<file path="src/rtl/arbcd_pkg.sv">
package arbcd_pkg;

  // Register indexes on the configuration channel
  typedef logic [1:0] reg_idx_t;
  localparam reg_idx_t RegDigitCount    = 2'd0;
  localparam reg_idx_t RegResolution    = 2'd1;
  localparam reg_idx_t RegInvResolution = 2'd2;

  // Request actions
  localparam logic ActEncode = 1'b0;
  localparam logic ActDecode = 1'b1;

  // Register reset values
  localparam logic [2:0]  DigitCountReset    = 3'd5;
  localparam logic [31:0] ResolutionReset    = 32'h0001_0000;
  localparam logic [31:0] InvResolutionReset = 32'h0001_0000;

  // Widths
  localparam int unsigned WordW  = 32;
  localparam int unsigned CountW = 18;  // saturated count, at most 199999
  localparam int unsigned SumW   = 19;  // decoded digit sum, at most 266665
  localparam int unsigned ValueW = 52;  // signed Q35.16

  // Decimal weights of the digit positions, lowest first
  localparam logic [16:0] Pow10 [6] = '{17'd1, 17'd10, 17'd100, 17'd1000, 17'd10000,
                                        17'd100000};

  // Configuration as seen by the datapath
  typedef struct packed {
    logic [2:0]       digits;          // effective digit count, 1..6
    logic             six;             // six-digit layout
    logic [WordW-1:0] resolution;
    logic [WordW-1:0] inv_resolution;
  } cfg_t;

  // Request leaving the arithmetic front end
  typedef struct packed {
    logic              action;
    logic [WordW-1:0]  word;
    logic              overflow;
    logic [CountW-1:0] count;
    logic [ValueW-1:0] value;
  } front_t;

  // Bit position of the lowest digit in the word
  function automatic logic [4:0] field_lsb(input logic [2:0] n);
    logic [4:0] lsb;
    case (n)
      3'd1:    lsb = 5'd26;
      3'd2:    lsb = 5'd22;
      3'd3:    lsb = 5'd18;
      3'd4:    lsb = 5'd14;
      3'd5:    lsb = 5'd10;
      default: lsb = 5'd8;
    endcase
    return lsb;
  endfunction

  // Bits of the word kept when the digit field is rewritten
  function automatic logic [WordW-1:0] keep_mask(input logic [2:0] n);
    logic [WordW-1:0] m;
    case (n)
      3'd1:    m = 32'he3ff_ffff;
      3'd2:    m = 32'he03f_ffff;
      3'd3:    m = 32'he003_ffff;
      3'd4:    m = 32'he000_3fff;
      3'd5:    m = 32'he000_03ff;
      default: m = 32'he000_00ff;
    endcase
    return m;
  endfunction

  // Largest count the field can hold
  function automatic logic [CountW-1:0] max_count(input logic [2:0] n);
    logic [CountW-1:0] c;
    case (n)
      3'd1:    c = 18'd7;
      3'd2:    c = 18'd79;
      3'd3:    c = 18'd799;
      3'd4:    c = 18'd7999;
      3'd5:    c = 18'd79999;
      default: c = 18'd199999;
    endcase
    return c;
  endfunction

endpackage

</file>
<file path="src/rtl/arbcd_if.sv">
// Request channel: one ARINC word and one value per request
interface arbcd_req_if;
  logic               valid;
  logic               ready;
  logic               action;
  logic [31:0]        word_in;
  logic signed [31:0] value_in;

  modport source (output valid, action, word_in, value_in, input ready);
  modport sink   (input valid, action, word_in, value_in, output ready);
endinterface

// Result channel
interface arbcd_res_if;
  logic               valid;
  logic               ready;
  logic [31:0]        word_out;
  logic signed [51:0] value_out;
  logic               overflow;

  modport source (output valid, word_out, value_out, overflow, input ready);
  modport sink   (input valid, word_out, value_out, overflow, output ready);
endinterface

// Configuration write channel
interface arbcd_cfg_if;
  logic        valid;
  logic        ready;
  logic [1:0]  index;
  logic [31:0] data;

  modport source (output valid, index, data, input ready);
  modport sink   (input valid, index, data, output ready);
endinterface

</file>
<file path="src/rtl/arbcd_front.sv">
module arbcd_front (
  input  logic               clk_i,
  input  logic               rst_ni,
  input  arbcd_pkg::cfg_t    cfg_i,
  arbcd_req_if.sink          req_i,
  output logic               valid_o,
  input  logic               ready_i,
  output arbcd_pkg::front_t  data_o
);

  // Stage 1: scaled count or digit sum
  logic                             s1_valid_q;
  logic                             s1_action_q;
  logic [arbcd_pkg::WordW-1:0]      s1_word_q;
  logic [arbcd_pkg::WordW-1:0]      s1_raw_q;
  logic [arbcd_pkg::SumW-1:0]       s1_sum_q;
  // Stage 2: saturated count or scaled value
  logic                             s2_valid_q;
  arbcd_pkg::front_t                s2_q, s2_d;

  logic                             en1, en2;
  logic [31:0]                      vin, mag;
  logic [63:0]                      prod;
  logic [arbcd_pkg::WordW-1:0]      raw_d;
  logic [arbcd_pkg::WordW-1:0]      aligned;
  logic [3:0]                       nib;
  logic [arbcd_pkg::SumW-1:0]       sum_d;
  logic                             over;
  logic [50:0]                      scaled;

  // Stall chain: a stage loads when empty or when its content moves on
  assign en2         = !s2_valid_q || ready_i;
  assign en1         = !s1_valid_q || en2;
  assign req_i.ready = en1;

  // Magnitude times inverse resolution; plain integer part when the resolution is zero
  assign vin  = req_i.value_in;
  assign mag  = vin[31] ? (~vin + 32'd1) : vin;
  assign prod = 64'(mag) * 64'(cfg_i.inv_resolution);
  assign raw_d = (cfg_i.resolution != '0) ? prod[63:32] : {16'd0, mag[31:16]};

  // Weighted sum of the digit fields
  assign aligned = req_i.word_in >> arbcd_pkg::field_lsb(cfg_i.digits);
  always_comb begin
    sum_d = '0;
    nib   = '0;
    for (int p = 0; p < 6; p++) begin
      nib = aligned[4*p +: 4];
      if (3'(p) >= cfg_i.digits) begin
        nib = '0;
      end else if (3'(p) == cfg_i.digits - 3'd1) begin
        nib = nib & (cfg_i.six ? 4'b0001 : 4'b0111);
      end
      sum_d = sum_d + arbcd_pkg::SumW'(nib) * arbcd_pkg::SumW'(arbcd_pkg::Pow10[p]);
    end
  end

  always_ff @(posedge clk_i or negedge rst_ni) begin
    if (!rst_ni) begin
      s1_valid_q <= 1'b0;
    end else if (en1) begin
      s1_valid_q <= req_i.valid;
    end
  end

  always_ff @(posedge clk_i) begin
    if (en1) begin
      s1_action_q <= req_i.action;
      s1_word_q   <= req_i.word_in;
      s1_raw_q    <= raw_d;
      s1_sum_q    <= sum_d;
    end
  end

  // Saturation on encode, resolution scaling on decode
  assign over   = s1_raw_q > arbcd_pkg::WordW'(arbcd_pkg::max_count(cfg_i.digits));
  assign scaled = (cfg_i.resolution != '0)
                ? 51'(s1_sum_q) * 51'(cfg_i.resolution)
                : 51'(s1_sum_q) << 16;

  always_comb begin
    s2_d.action = s1_action_q;
    s2_d.word   = s1_word_q;
    if (s1_action_q == arbcd_pkg::ActEncode) begin
      s2_d.overflow = over;
      s2_d.count    = over ? arbcd_pkg::max_count(cfg_i.digits)
                           : s1_raw_q[arbcd_pkg::CountW-1:0];
      s2_d.value    = '0;
    end else begin
      s2_d.overflow = 1'b0;
      s2_d.count    = '0;
      s2_d.value    = arbcd_pkg::ValueW'(scaled);
    end
  end

  always_ff @(posedge clk_i or negedge rst_ni) begin
    if (!rst_ni) begin
      s2_valid_q <= 1'b0;
    end else if (en2) begin
      s2_valid_q <= s1_valid_q;
    end
  end

  always_ff @(posedge clk_i) begin
    if (en2) begin
      s2_q <= s2_d;
    end
  end

  assign valid_o = s2_valid_q;
  assign data_o  = s2_q;

endmodule

</file>
<file path="src/rtl/arbcd_digits.sv">
module arbcd_digits (
  input  logic               clk_i,
  input  logic               rst_ni,
  input  arbcd_pkg::cfg_t    cfg_i,
  input  logic               valid_i,
  output logic               ready_o,
  input  arbcd_pkg::front_t  data_i,
  arbcd_res_if.source        res_o
);

  // Reciprocal constants: exact over the value ranges used here
  localparam logic [18:0] Recip1000 = 19'd268436;  // 2^28 / 1000, rounded up
  localparam logic [5:0]  Recip100  = 6'd41;       // 2^12 / 100, rounded up
  localparam logic [7:0]  Recip10   = 8'd205;      // 2^11 / 10, rounded up

  // Stage 3: thousands split, sign applied
  logic                         s3_valid_q;
  logic                         s3_action_q;
  logic [31:0]                  s3_word_q;
  logic                         s3_ovf_q;
  logic [7:0]                   s3_hi_q;
  logic [9:0]                   s3_lo_q;
  logic [51:0]                  s3_value_q;
  // Stage 4: hundreds digits and remainders
  logic                         s4_valid_q;
  logic                         s4_action_q;
  logic [31:0]                  s4_word_q;
  logic                         s4_ovf_q;
  logic [3:0]                   s4_hi_h_q, s4_lo_h_q;
  logic [6:0]                   s4_hi_r_q, s4_lo_r_q;
  logic [51:0]                  s4_value_q;
  // Stage 5: output register
  logic                         s5_valid_q;
  logic [31:0]                  s5_word_q, s5_word_d;
  logic                         s5_ovf_q;
  logic [51:0]                  s5_value_q;

  logic                         en3, en4, en5;
  logic [36:0]                  hprod;
  logic [7:0]                   hi_d;
  logic [9:0]                   lo_d;
  logic [51:0]                  value_d;
  logic [15:0]                  hi_hq, lo_hq;
  logic [3:0]                   hi_h_d, lo_h_d;
  logic [6:0]                   hi_r_d, lo_r_d;
  logic [14:0]                  hi_tq, lo_tq;
  logic [3:0]                   hi_t, hi_u, lo_t, lo_u;
  logic [23:0]                  bcd;
  logic [31:0]                  placed, keep;

  assign en5     = !s5_valid_q || res_o.ready;
  assign en4     = !s4_valid_q || en5;
  assign en3     = !s3_valid_q || en4;
  assign ready_o = en3;

  // Count split into thousands and remainder
  assign hprod = 37'(data_i.count) * 37'(Recip1000);
  assign hi_d  = hprod[35:28];
  assign lo_d  = 10'(data_i.count - arbcd_pkg::CountW'(hi_d) * arbcd_pkg::CountW'(1000));

  // Negate when SSM is 11
  assign value_d = (data_i.word[30:29] == 2'b11) ? (52'd0 - data_i.value) : data_i.value;

  always_ff @(posedge clk_i or negedge rst_ni) begin
    if (!rst_ni) begin
      s3_valid_q <= 1'b0;
    end else if (en3) begin
      s3_valid_q <= valid_i;
    end
  end

  always_ff @(posedge clk_i) begin
    if (en3) begin
      s3_action_q <= data_i.action;
      s3_word_q   <= data_i.word;
      s3_ovf_q    <= data_i.overflow;
      s3_hi_q     <= hi_d;
      s3_lo_q     <= lo_d;
      s3_value_q  <= (data_i.action == arbcd_pkg::ActDecode) ? value_d : '0;
    end
  end

  // Hundreds digit of each three-digit half
  assign hi_hq  = 16'(s3_hi_q) * 16'(Recip100);
  assign hi_h_d = hi_hq[15:12];
  assign hi_r_d = 7'(10'(s3_hi_q) - 10'(hi_h_d) * 10'd100);
  assign lo_hq  = 16'(s3_lo_q) * 16'(Recip100);
  assign lo_h_d = lo_hq[15:12];
  assign lo_r_d = 7'(s3_lo_q - 10'(lo_h_d) * 10'd100);

  always_ff @(posedge clk_i or negedge rst_ni) begin
    if (!rst_ni) begin
      s4_valid_q <= 1'b0;
    end else if (en4) begin
      s4_valid_q <= s3_valid_q;
    end
  end

  always_ff @(posedge clk_i) begin
    if (en4) begin
      s4_action_q <= s3_action_q;
      s4_word_q   <= s3_word_q;
      s4_ovf_q    <= s3_ovf_q;
      s4_hi_h_q   <= hi_h_d;
      s4_hi_r_q   <= hi_r_d;
      s4_lo_h_q   <= lo_h_d;
      s4_lo_r_q   <= lo_r_d;
      s4_value_q  <= s3_value_q;
    end
  end

  // Tens and units, then the digit field is written into the word
  assign hi_tq = 15'(s4_hi_r_q) * 15'(Recip10);
  assign hi_t  = hi_tq[14:11];
  assign hi_u  = 4'(s4_hi_r_q - 7'(hi_t) * 7'd10);
  assign lo_tq = 15'(s4_lo_r_q) * 15'(Recip10);
  assign lo_t  = lo_tq[14:11];
  assign lo_u  = 4'(s4_lo_r_q - 7'(lo_t) * 7'd10);

  assign bcd    = {s4_hi_h_q, hi_t, hi_u, s4_lo_h_q, lo_t, lo_u};
  assign placed = 32'(bcd) << arbcd_pkg::field_lsb(cfg_i.digits);
  assign keep   = arbcd_pkg::keep_mask(cfg_i.digits);

  assign s5_word_d = (s4_action_q == arbcd_pkg::ActEncode)
                   ? ((s4_word_q & keep) | (placed & ~keep))
                   : s4_word_q;

  always_ff @(posedge clk_i or negedge rst_ni) begin
    if (!rst_ni) begin
      s5_valid_q <= 1'b0;
    end else if (en5) begin
      s5_valid_q <= s4_valid_q;
    end
  end

  always_ff @(posedge clk_i) begin
    if (en5) begin
      s5_word_q  <= s5_word_d;
      s5_ovf_q   <= s4_ovf_q;
      s5_value_q <= s4_value_q;
    end
  end

  assign res_o.valid     = s5_valid_q;
  assign res_o.word_out  = s5_word_q;
  assign res_o.value_out = s5_value_q;
  assign res_o.overflow  = s5_ovf_q;

endmodule

</file>
<file path="src/rtl/arinc429_bcd_field_codec.sv">
// ARINC 429 BCD field codec. Each request on req_i either packs a signed
// Q16.16 value into the BCD digit field of a 32-bit word (action 0) or
// unpacks that field into a signed Q35.16 value (action 1); every request
// yields exactly one result on res_o, in order. The block is a five-stage
// pipeline that takes one request per clock; the stages are the 32x32
// scaling multiply, the saturation and resolution multiply, and three
// stages of decimal digit extraction. A stall on res_o holds the pipeline
// in place, and empty stages still fill while it waits. Configuration
// writes on cfg_i are always accepted and must only be made while no
// request is in flight.
module arinc429_bcd_field_codec (
  input  logic  clk_i,
  input  logic  rst_ni,
  arbcd_cfg_if.sink   cfg_i,
  arbcd_req_if.sink   req_i,
  arbcd_res_if.source res_o
);

  logic [2:0]        digit_count_q;
  logic [31:0]       resolution_q;
  logic [31:0]       inv_resolution_q;
  arbcd_pkg::cfg_t   cfg;
  logic              mid_valid, mid_ready;
  arbcd_pkg::front_t mid_data;

  assign cfg_i.ready = 1'b1;

  // Configuration registers
  always_ff @(posedge clk_i or negedge rst_ni) begin
    if (!rst_ni) begin
      digit_count_q    <= arbcd_pkg::DigitCountReset;
      resolution_q     <= arbcd_pkg::ResolutionReset;
      inv_resolution_q <= arbcd_pkg::InvResolutionReset;
    end else if (cfg_i.valid) begin
      case (cfg_i.index)
        arbcd_pkg::RegDigitCount:    digit_count_q    <= cfg_i.data[2:0];
        arbcd_pkg::RegResolution:    resolution_q     <= cfg_i.data;
        arbcd_pkg::RegInvResolution: inv_resolution_q <= cfg_i.data;
        default: ;
      endcase
    end
  end

  // Effective digit count: zero reads as one, seven as six
  always_comb begin
    case (digit_count_q)
      3'd0:    cfg.digits = 3'd1;
      3'd7:    cfg.digits = 3'd6;
      default: cfg.digits = digit_count_q;
    endcase
    cfg.six            = (cfg.digits == 3'd6);
    cfg.resolution     = resolution_q;
    cfg.inv_resolution = inv_resolution_q;
  end

  arbcd_front u_front (
    .clk_i   (clk_i),
    .rst_ni  (rst_ni),
    .cfg_i   (cfg),
    .req_i   (req_i),
    .valid_o (mid_valid),
    .ready_i (mid_ready),
    .data_o  (mid_data)
  );

  arbcd_digits u_digits (
    .clk_i   (clk_i),
    .rst_ni  (rst_ni),
    .cfg_i   (cfg),
    .valid_i (mid_valid),
    .ready_o (mid_ready),
    .data_i  (mid_data),
    .res_o   (res_o)
  );

endmodule

</file>
<file path="src/flat_wrapper.sv">
// flat-port wrapper written by rule: the top's interface ports become plain ports
module arinc429_bcd_field_codec_flat 
  (clk_i, rst_ni, cfg_i_valid, cfg_i_index, cfg_i_data, cfg_i_ready, req_i_valid, req_i_action, req_i_word_in, req_i_value_in, req_i_ready, res_o_valid, res_o_word_out, res_o_value_out, res_o_overflow, res_o_ready);
  arbcd_cfg_if cfg_i_i ();
  arbcd_req_if req_i_i ();
  arbcd_res_if res_o_i ();
  input  logic clk_i;
  input  logic rst_ni;
  input wire logic [$bits(cfg_i_i.valid)-1:0] cfg_i_valid;
  input wire logic [$bits(cfg_i_i.index)-1:0] cfg_i_index;
  input wire logic [$bits(cfg_i_i.data)-1:0] cfg_i_data;
  output wire logic [$bits(cfg_i_i.ready)-1:0] cfg_i_ready;
  input wire logic [$bits(req_i_i.valid)-1:0] req_i_valid;
  input wire logic [$bits(req_i_i.action)-1:0] req_i_action;
  input wire logic [$bits(req_i_i.word_in)-1:0] req_i_word_in;
  input wire logic [$bits(req_i_i.value_in)-1:0] req_i_value_in;
  output wire logic [$bits(req_i_i.ready)-1:0] req_i_ready;
  output wire logic [$bits(res_o_i.valid)-1:0] res_o_valid;
  output wire logic [$bits(res_o_i.word_out)-1:0] res_o_word_out;
  output wire logic [$bits(res_o_i.value_out)-1:0] res_o_value_out;
  output wire logic [$bits(res_o_i.overflow)-1:0] res_o_overflow;
  input wire logic [$bits(res_o_i.ready)-1:0] res_o_ready;
  assign cfg_i_i.valid = cfg_i_valid;
  assign cfg_i_i.index = cfg_i_index;
  assign cfg_i_i.data = cfg_i_data;
  assign cfg_i_ready = cfg_i_i.ready;
  assign req_i_i.valid = req_i_valid;
  assign req_i_i.action = req_i_action;
  assign req_i_i.word_in = req_i_word_in;
  assign req_i_i.value_in = req_i_value_in;
  assign req_i_ready = req_i_i.ready;
  assign res_o_valid = res_o_i.valid;
  assign res_o_word_out = res_o_i.word_out;
  assign res_o_value_out = res_o_i.value_out;
  assign res_o_overflow = res_o_i.overflow;
  assign res_o_i.ready = res_o_ready;
  arinc429_bcd_field_codec u_core (.clk_i(clk_i), .rst_ni(rst_ni), .cfg_i(cfg_i_i), .req_i(req_i_i), .res_o(res_o_i));
endmodule
</file>
<file path="config.mk">
export PLATFORM = sky130hd
export DESIGN_NAME = arinc429_bcd_field_codec_flat
export DESIGN_NICKNAME = d
export VERILOG_FILES = /design/src/rtl/arbcd_pkg.sv /design/src/rtl/arbcd_if.sv /design/src/rtl/arbcd_front.sv /design/src/rtl/arbcd_digits.sv /design/src/rtl/arinc429_bcd_field_codec.sv /design/src/flat_wrapper.sv
export SDC_FILE = /design/constraint.sdc
export NUM_CORES = 2
export LEC_CHECK = 0
export ABC_AREA = 1
export BUFFER_PORTS_ARGS = -buffer_cell sky130_fd_sc_hd__clkbuf_2
export CAP_MARGIN = 5
export CORE_AREA = 2 2 368 370
export DETAILED_ROUTE_END_ITERATION = 8
export DIE_AREA = 0 0 370 372
export HOLD_SLACK_MARGIN = 0.08
export PLACE_DENSITY = 0.83
export SYNTH_ARGS = -nofsm -noshare
export SYNTH_HDL_FRONTEND = slang
export SYNTH_SLANG_ARGS = --single-unit
</file>
<file path="constraint.sdc">
create_clock -name clk_i -period 28.1 [get_ports clk_i]
set_input_delay 2.81 -clock clk_i [delete_from_list [all_inputs] [get_ports clk_i]]
set_output_delay 2.81 -clock clk_i [all_outputs]
set_load 0.01 [all_outputs]
</file>
# == Word level (Yosys, flattened, before mapping) ==
# Cells that the tools add are included.
# totals
reg_bits,555
latch_bits,0
ram_bits,0
rom_bits,0
inputBits,104
out_inout_bits,88
elab_cells,143
mem_count,0
# op_classes
add_sub_neg,13
mul,17
div_mod_pow,0
n_lt_le_gt_ge,7
eq_ne,15
n_shift,2
mux,23
bitwise_logic,11
n_reduce_logical,18
# ops
op,count
$pmux W26 S5,1
$pmux W18 S5,1
$and A32 B32 Y32,2
$mul A32 B32 Y64,1
$mux W32,2
$not A32 Y32,2
$mux W52,1
$sub A1 B52 Y52 const A,1
$mul A19 B32 Y51,1
$mux W51,1
$mux W4,12
$mul A18 B17 Y34 const B,1
$add A32 B1 Y32 const B,1
$gt A32 B18 Y1,1
$or A32 B32 Y32,1
$reduce_bool A32 Y1,1
$shl A22 B5 Y32,1
$shr A32 B5 Y24,1
$mul A7 B8 Y15 const B,2
$pmux W5 S5,1
$and A4 B4 Y4,5
$add A15 B18 Y19,1
$add A19 B19 Y19,1
$mux W18,1
other kinds (38),63

# == Longest topological paths before layout ==
# depth
depth_word,14
depth_mapped,46
ltp_nobuf,46

# == Cells and area by module ==
# Synthesis repeated with hierarchy kept, for this count alone.
# hier_totals
cells_unflattened,10263
area_unflattened_um2,87991.9
# by_module_without_submodules
mod,n_inst,cells_per_inst,area_each_um2,seq_area_each_um2
arbcd_front,1,7983,64963.6,5665.4
arbcd_digits,1,1969,20104.3,8933.6
arinc429_bcd_field_codec,1,311,2924.1,1681.6

# == Worst setup path before layout ==
# No wires, ideal clock.
# synth_path
path_type,input port to output port
startpoint,input res_o_ready
endpoint,output req_i_ready
arrival_time_ns,11.117
required_time_ns,25.290
setup_slack_ns,14.173
cell_stages,8
path_buffers,0
path_cell_list,nor2_1 > inv_1 > nor2_1 > inv_1 > nor2_1 > inv_1 > nor2_1 > nand2_1
# synth_via
elab_chain_cells,5
# synth_lines
item,line_no,rtl
start: declaration,flat_wrapper.sv:22,input wire logic [$bits(res_o_i.ready)-1:0] res_o_ready;
$logic_or A1 B1 Y1,arbcd_digits.sv:51,assign en5 = !s5_valid_q || res_o.ready;
named net u_core.u_digits.en5,arbcd_digits.sv:38,"logic en3, en4, en5;"
$logic_or A1 B1 Y1,arbcd_digits.sv:52,assign en4 = !s4_valid_q || en5;
named net u_core.u_digits.en4,arbcd_digits.sv:38,
$logic_or A1 B1 Y1,arbcd_digits.sv:53,assign en3 = !s3_valid_q || en4;
named net u_core.mid_ready,arinc429_bcd_field_codec.sv:23,"logic mid_valid, mid_ready;"
$logic_or A1 B1 Y1,arbcd_front.sv:32,assign en2 = !s2_valid_q || ready_i;
$logic_or A1 B1 Y1,arbcd_front.sv:33,assign en1 = !s1_valid_q || en2;
end: declaration,flat_wrapper.sv:17,output wire logic [$bits(req_i_i.ready)-1:0] req_i_ready;
# The timed path passes the listed nets, and every way through them passes these cells.

# == Final worst setup path ==
# layout_path
startpoint,input req_i_value_in[31]
endpoint,"register u_core.u_front.s1_raw_q[27] (netlist name), data pin"
# layout_via
elab_chain_cells,4
# layout_lines
item,line_no,rtl
start: declaration,flat_wrapper.sv:16,input wire logic [$bits(req_i_i.value_in)-1:0] req_i_value_in;
$not A32 Y32,arbcd_front.sv:38,assign mag = vin[31] ? (~vin + 32'd1) : vin;
$add A32 B1 Y32,arbcd_front.sv:38,
$mux W32 *,arbcd_front.sv:38,
$mul A32 B32 Y64 *,arbcd_front.sv:39,assign prod = 64'(mag) * 64'(cfg_i.inv_resolution);
end signal: assignment,arbcd_front.sv:70,s1_raw_q <= raw_d;
end: declaration,arbcd_front.sv:15,logic [arbcd_pkg::WordW-1:0] s1_raw_q;
# Mark *: on every way between the ends. The rest lies on a longest branch, timed or not.
# A chain may end at the register's enable or synchronous reset.

==> flow_results.xml <==
<?xml version="1.0" encoding="UTF-8"?>
<metrics>
  <group name="yosys">
    <metric name="fraction_of_the_mapped_netlist_area_in_compound_gates" unit="%">5.55</metric>
    <metric name="post_synth_instance_area" unit="um^2">86400</metric>
    <metric name="ys_seq_area_share" unit="%">18.8</metric>
    <metric name="synth-simple-area-share" unit="%">15.6</metric>
    <metric name="count_of_flip_flops_with_a_built_in_enable_after_synthesis" unit="">482</metric>
    <metric name="muxShareOfSynthArea" unit="%">0</metric>
    <metric name="yosysWarningCount" unit="">0</metric>
    <metric name="synth-xor-area-share" unit="%">1.04</metric>
    <metric name="ys.flop_type" unit="">edfxtp_1</metric>
    <metric name="postSynthNetCount" unit="">12358</metric>
    <metric name="synth-adder-area-share" unit="%">46.9</metric>
    <metric name="syn_avg_cell_area" unit="um^2">8.71</metric>
    <metric name="post_synth_inst_count" unit="">9923</metric>
    <metric name="async_flop_share" unit="%">13.0</metric>
    <metric name="synth_cell_types" unit="">64</metric>
    <metric name="main_combinational_cell_family_by_area_after_synthesis" unit="">adder cells</metric>
    <metric name="synth_seq_cells" unit="">554</metric>
  </group>
  <group name="setup_path">
    <metric name="critical_path_peak_fanout" unit="">35</metric>
    <metric name="r2r.worst_path.cells" unit="">37</metric>
    <metric name="cp_num_cells" unit="">27</metric>
    <metric name="crit_start" unit="">req_i_value_in[31]</metric>
    <metric name="cp_startpoint_kind" unit="">primary input</metric>
    <metric name="critPathBufInv" unit="">6</metric>
    <metric name="worst_path_largest_cell_delay" unit="ns">0.77</metric>
    <metric name="setup_crit_path_kind" unit="">primary input to flop</metric>
    <metric name="worst_ep_arrival_time" unit="ns">12.84</metric>
    <metric name="critPathRequiredTime" unit="ns">28.50</metric>
    <metric name="r2r-start" unit="">u_core.digit_count_q[2]$_DFFE_PN1P_</metric>
    <metric name="cp_common_cell" unit="">fa_1</metric>
    <metric name="crit_path_end_kind" unit="">flop</metric>
    <metric name="crit_path_top_delay_cell" unit="">nand2_1</metric>
    <metric name="critical-path-top-delay-family" unit="">adder cells</metric>
  </group>
  <group name="timing">
    <metric name="rsz0062_at_grt" unit="">no</metric>
    <metric name="setup-violations-final" unit="">0</metric>
    <metric name="timing.setup.tns" unit="ns">0</metric>
    <metric name="report.final.hold_viol_count" unit="">0</metric>
    <metric name="tightestPinTransition" unit="ns">1.29</metric>
    <metric name="relSlewSlack" unit="%">14.1</metric>
    <metric name="layout_worst_path_cycle_share" unit="%">44.3</metric>
    <metric name="worst_slack" unit="ns">15.66</metric>
    <metric name="timing_max_transition_violations_final" unit="">0</metric>
    <metric name="period_minus_slack" unit="ns">12.44</metric>
    <metric name="fmaxAchievable" unit="MHz">80.4</metric>
    <metric name="skew" unit="ns">0.0612</metric>
  </group>
  <group name="floorplan">
    <metric name="io-pin-count" unit="">192</metric>
    <metric name="die_h" unit="um">372</metric>
    <metric name="core_area" unit="um^2">134000</metric>
    <metric name="floorplan.die_area" unit="um^2">138000</metric>
    <metric name="initial_core_utilization" unit="%">64.3</metric>
    <metric name="core.rowCount" unit="">135</metric>
    <metric name="die_w" unit="um">370</metric>
  </group>
  <group name="global_routing">
    <metric name="use_met3" unit="%">12.4</metric>
    <metric name="grt_start_max_net_pins" unit="">68</metric>
    <metric name="grt_pass1_vias" unit="">74524</metric>
    <metric name="global_route.usage.total" unit="%">41.2</metric>
    <metric name="grt.met2_usage" unit="%">62.9</metric>
    <metric name="gr-usage-met1" unit="%">52.7</metric>
    <metric name="global_route.overflow_total" unit="">0</metric>
    <metric name="initial_antenna_violation_count" unit="">8</metric>
    <metric name="most_congested_layer_reported_by_global_routing" unit="">met2</metric>
    <metric name="grt_first_pass_wirelength" unit="um">425000</metric>
  </group>
  <group name="final_layout">
    <metric name="num-nets-final" unit="">12356</metric>
    <metric name="most_frequent_cells_in_the_layout" unit="">inv_1 (2304), nand2_1 (1891), fa_1 (1517)</metric>
    <metric name="mostFrequentLayoutCell" unit="">inv_1</metric>
    <metric name="share_of_final_layout_standard_cells_stronger_than_drive_strength_1" unit="%">5.39</metric>
    <metric name="area_growth" unit="%">5.55</metric>
  </group>
  <group name="hold_path">
    <metric name="min_path_cells" unit="">0</metric>
    <metric name="min-delay-start" unit="">u_core.u_digits.s4_value_q[31]$_DFFE_PP_</metric>
    <metric name="worst_hold_check_path_type" unit="">flop to flop</metric>
  </group>
  <group name="clock_tree">
    <metric name="clock-root-buffer" unit="">clkbuf_16</metric>
    <metric name="post_cts_hold_buffer_count" unit="">0</metric>
    <metric name="clk_transition_reported_paths" unit="ns">0.07</metric>
    <metric name="cts_inserted_buffers" unit="">59</metric>
    <metric name="post_cts.resized_instances" unit="">0</metric>
    <metric name="cts_setup_buffers" unit="">0</metric>
    <metric name="clock_latency_at_the_later_pin_of_the_worst_skew_pair" unit="ns">0.69</metric>
    <metric name="clock_tree_from_tritoncts" unit="">done</metric>
    <metric name="cts.path.max_buffers" unit="">3</metric>
    <metric name="cts_max_level" unit="">2</metric>
    <metric name="cts.sink_count" unit="">554</metric>
  </group>
  <group name="placement">
    <metric name="post-dp-hpwl" unit="um">218000</metric>
    <metric name="place_worst_setup_slack" unit="ns">15.41</metric>
    <metric name="io_buffers" unit="">190</metric>
    <metric name="gp_congestion" unit="">1.02</metric>
  </group>
  <group name="detailed_routing">
    <metric name="wire_length_reported_by_the_detailed_router" unit="um">276000</metric>
    <metric name="drc_errors" unit="">0</metric>
    <metric name="drt-initial-drc-count" unit="">7733</metric>
    <metric name="drt-wirelength-per-cell" unit="um">23.4</metric>
    <metric name="vias_per_cell" unit="">5.97</metric>
    <metric name="drtPass1Iterations" unit="">8</metric>
    <metric name="drtAntennaViolNets" unit="">0</metric>
    <metric name="dr_total_vias" unit="">70271</metric>
  </group>
  <group name="run_status">
    <metric name="status" unit="">finished, final reports clean</metric>
  </group>
  <group name="flow_run">
    <metric name="timing.max_cap.violations" unit="">0</metric>
  </group>
</metrics>
final timing paths:
kind | endpoint | slack (ns)
setup / recovery | u_core.u_front.s1_raw_q[27]$_SDFFCE_PP0P_ | 15.66
hold / removal | u_core.u_digits.res_o.value_out[31]$_DFFE_PP_ | 0.40
setup reg to reg | u_core.u_front.s1_sum_q[18]$_DFFE_PP_ | 18.41
hold reg to reg | u_core.u_digits.res_o.value_out[31]$_DFFE_PP_ | 0.40
max in group asynchronous | u_core.inv_resolution_q[28]$_DFFE_PN0P_ | 24.76
min in group asynchronous | u_core.resolution_q[2]$_DFFE_PN0P_ | 1.96
area by class of cell:
class                      count  area (um^2)
multi-input combinational   6635        59800
timing repair buffer         326         1970
fill                       10538        43100
tap                         1781         2230
sequential                   554        16300
antenna                        8         20.0
clock inverter                45          569
clock buffer                  67         1530
inverter                    2345         8820
layer usage:
layer	vias up	part of all wire (%)
li1	30009	-
met1	34460	36
met2	4619	44
met3	1173	13
met4	10	6.8
met5	-	0.080
cell usage after synthesis (11+ instances only):
cell      instances  area, um^2
xor2_1           65         569
o21a_1           14         105
ha_1            814       10200
a21oi_1         329        1650
o21bai_1         27         203
o211ai_1         25         188
a21o_1           30         225
nand2_1        1892        7100
o21ai_0         319        1600
clkinv_1         23        86.3
o221ai_1         13         114
a31oi_1          37         231
nor2_2           14        87.6
inv_2            11        41.3
buf_2            27         135
nand3_1         198         991
clkbuf_1        338        1270
fa_1           1517       30400
edfxtp_1        482       14500
nor3_1           79         395
and3_1           13        81.3
inv_1          2309        8670
dfrtp_1          68        1700
nor4_1           39         244
buf_1            11        41.3
nand4_1          38         238
nor2_1          979        3670
xnor2_1          36         315
or2_2            41         257
nand3b_1         17         128
cell families (layout without fill, tap and decap cells):
group,count (synthesis),in the layout
AND/OR/NAND/NOR,3343,3343
buffers and inverters,2734,2783
adder cells (fa/ha/maj),2331,2331
AO/OA/AOI/OAI,858,858
flip-flops,554,554
XOR/XNOR,102,102
other,1,9
state kept, by name, summed over array words and instances (netlist names), 4 cells and up:
signal / flops
u_core.inv_resolution_q: 32
u_core.resolution_q: 32
u_core.u_digits.res_o.value_out: 52
u_core.u_digits.res_o.word_out: 32
u_core.u_digits.s3_hi_q: 8
u_core.u_digits.s3_lo_q: 10
u_core.u_digits.s3_value_q: 52
u_core.u_digits.s3_word_q: 32
u_core.u_digits.s4_hi_r_q: 7
u_core.u_digits.s4_lo_h_q: 4
u_core.u_digits.s4_lo_r_q: 7
u_core.u_digits.s4_value_q: 52
u_core.u_digits.s4_word_q: 32
u_core.u_front.data_o: 103
u_core.u_front.s1_raw_q: 32
u_core.u_front.s1_sum_q: 19
u_core.u_front.s1_word_q: 32
per-stage QoR:
stage | area [um^2] | cells | hold WS (ns) | utilization [%]
after global routing | 91200 | 11753 | 0.421 | 67.9
after global placement | 89100 | 11640 | 0.400 | 66.3
after detailed placement | 89100 | 11640 | 0.405 | 66.3
after CTS | 91200 | 11752 | 0.402 | 67.9
final | 91200 | 11761 | 0.397 | 67.9
after floorplan | 86400 | 9923 | 0.400 | -
Power is not shown: default switching activity piles up to over one toggle a cycle in this logic, so the estimate is an artifact.
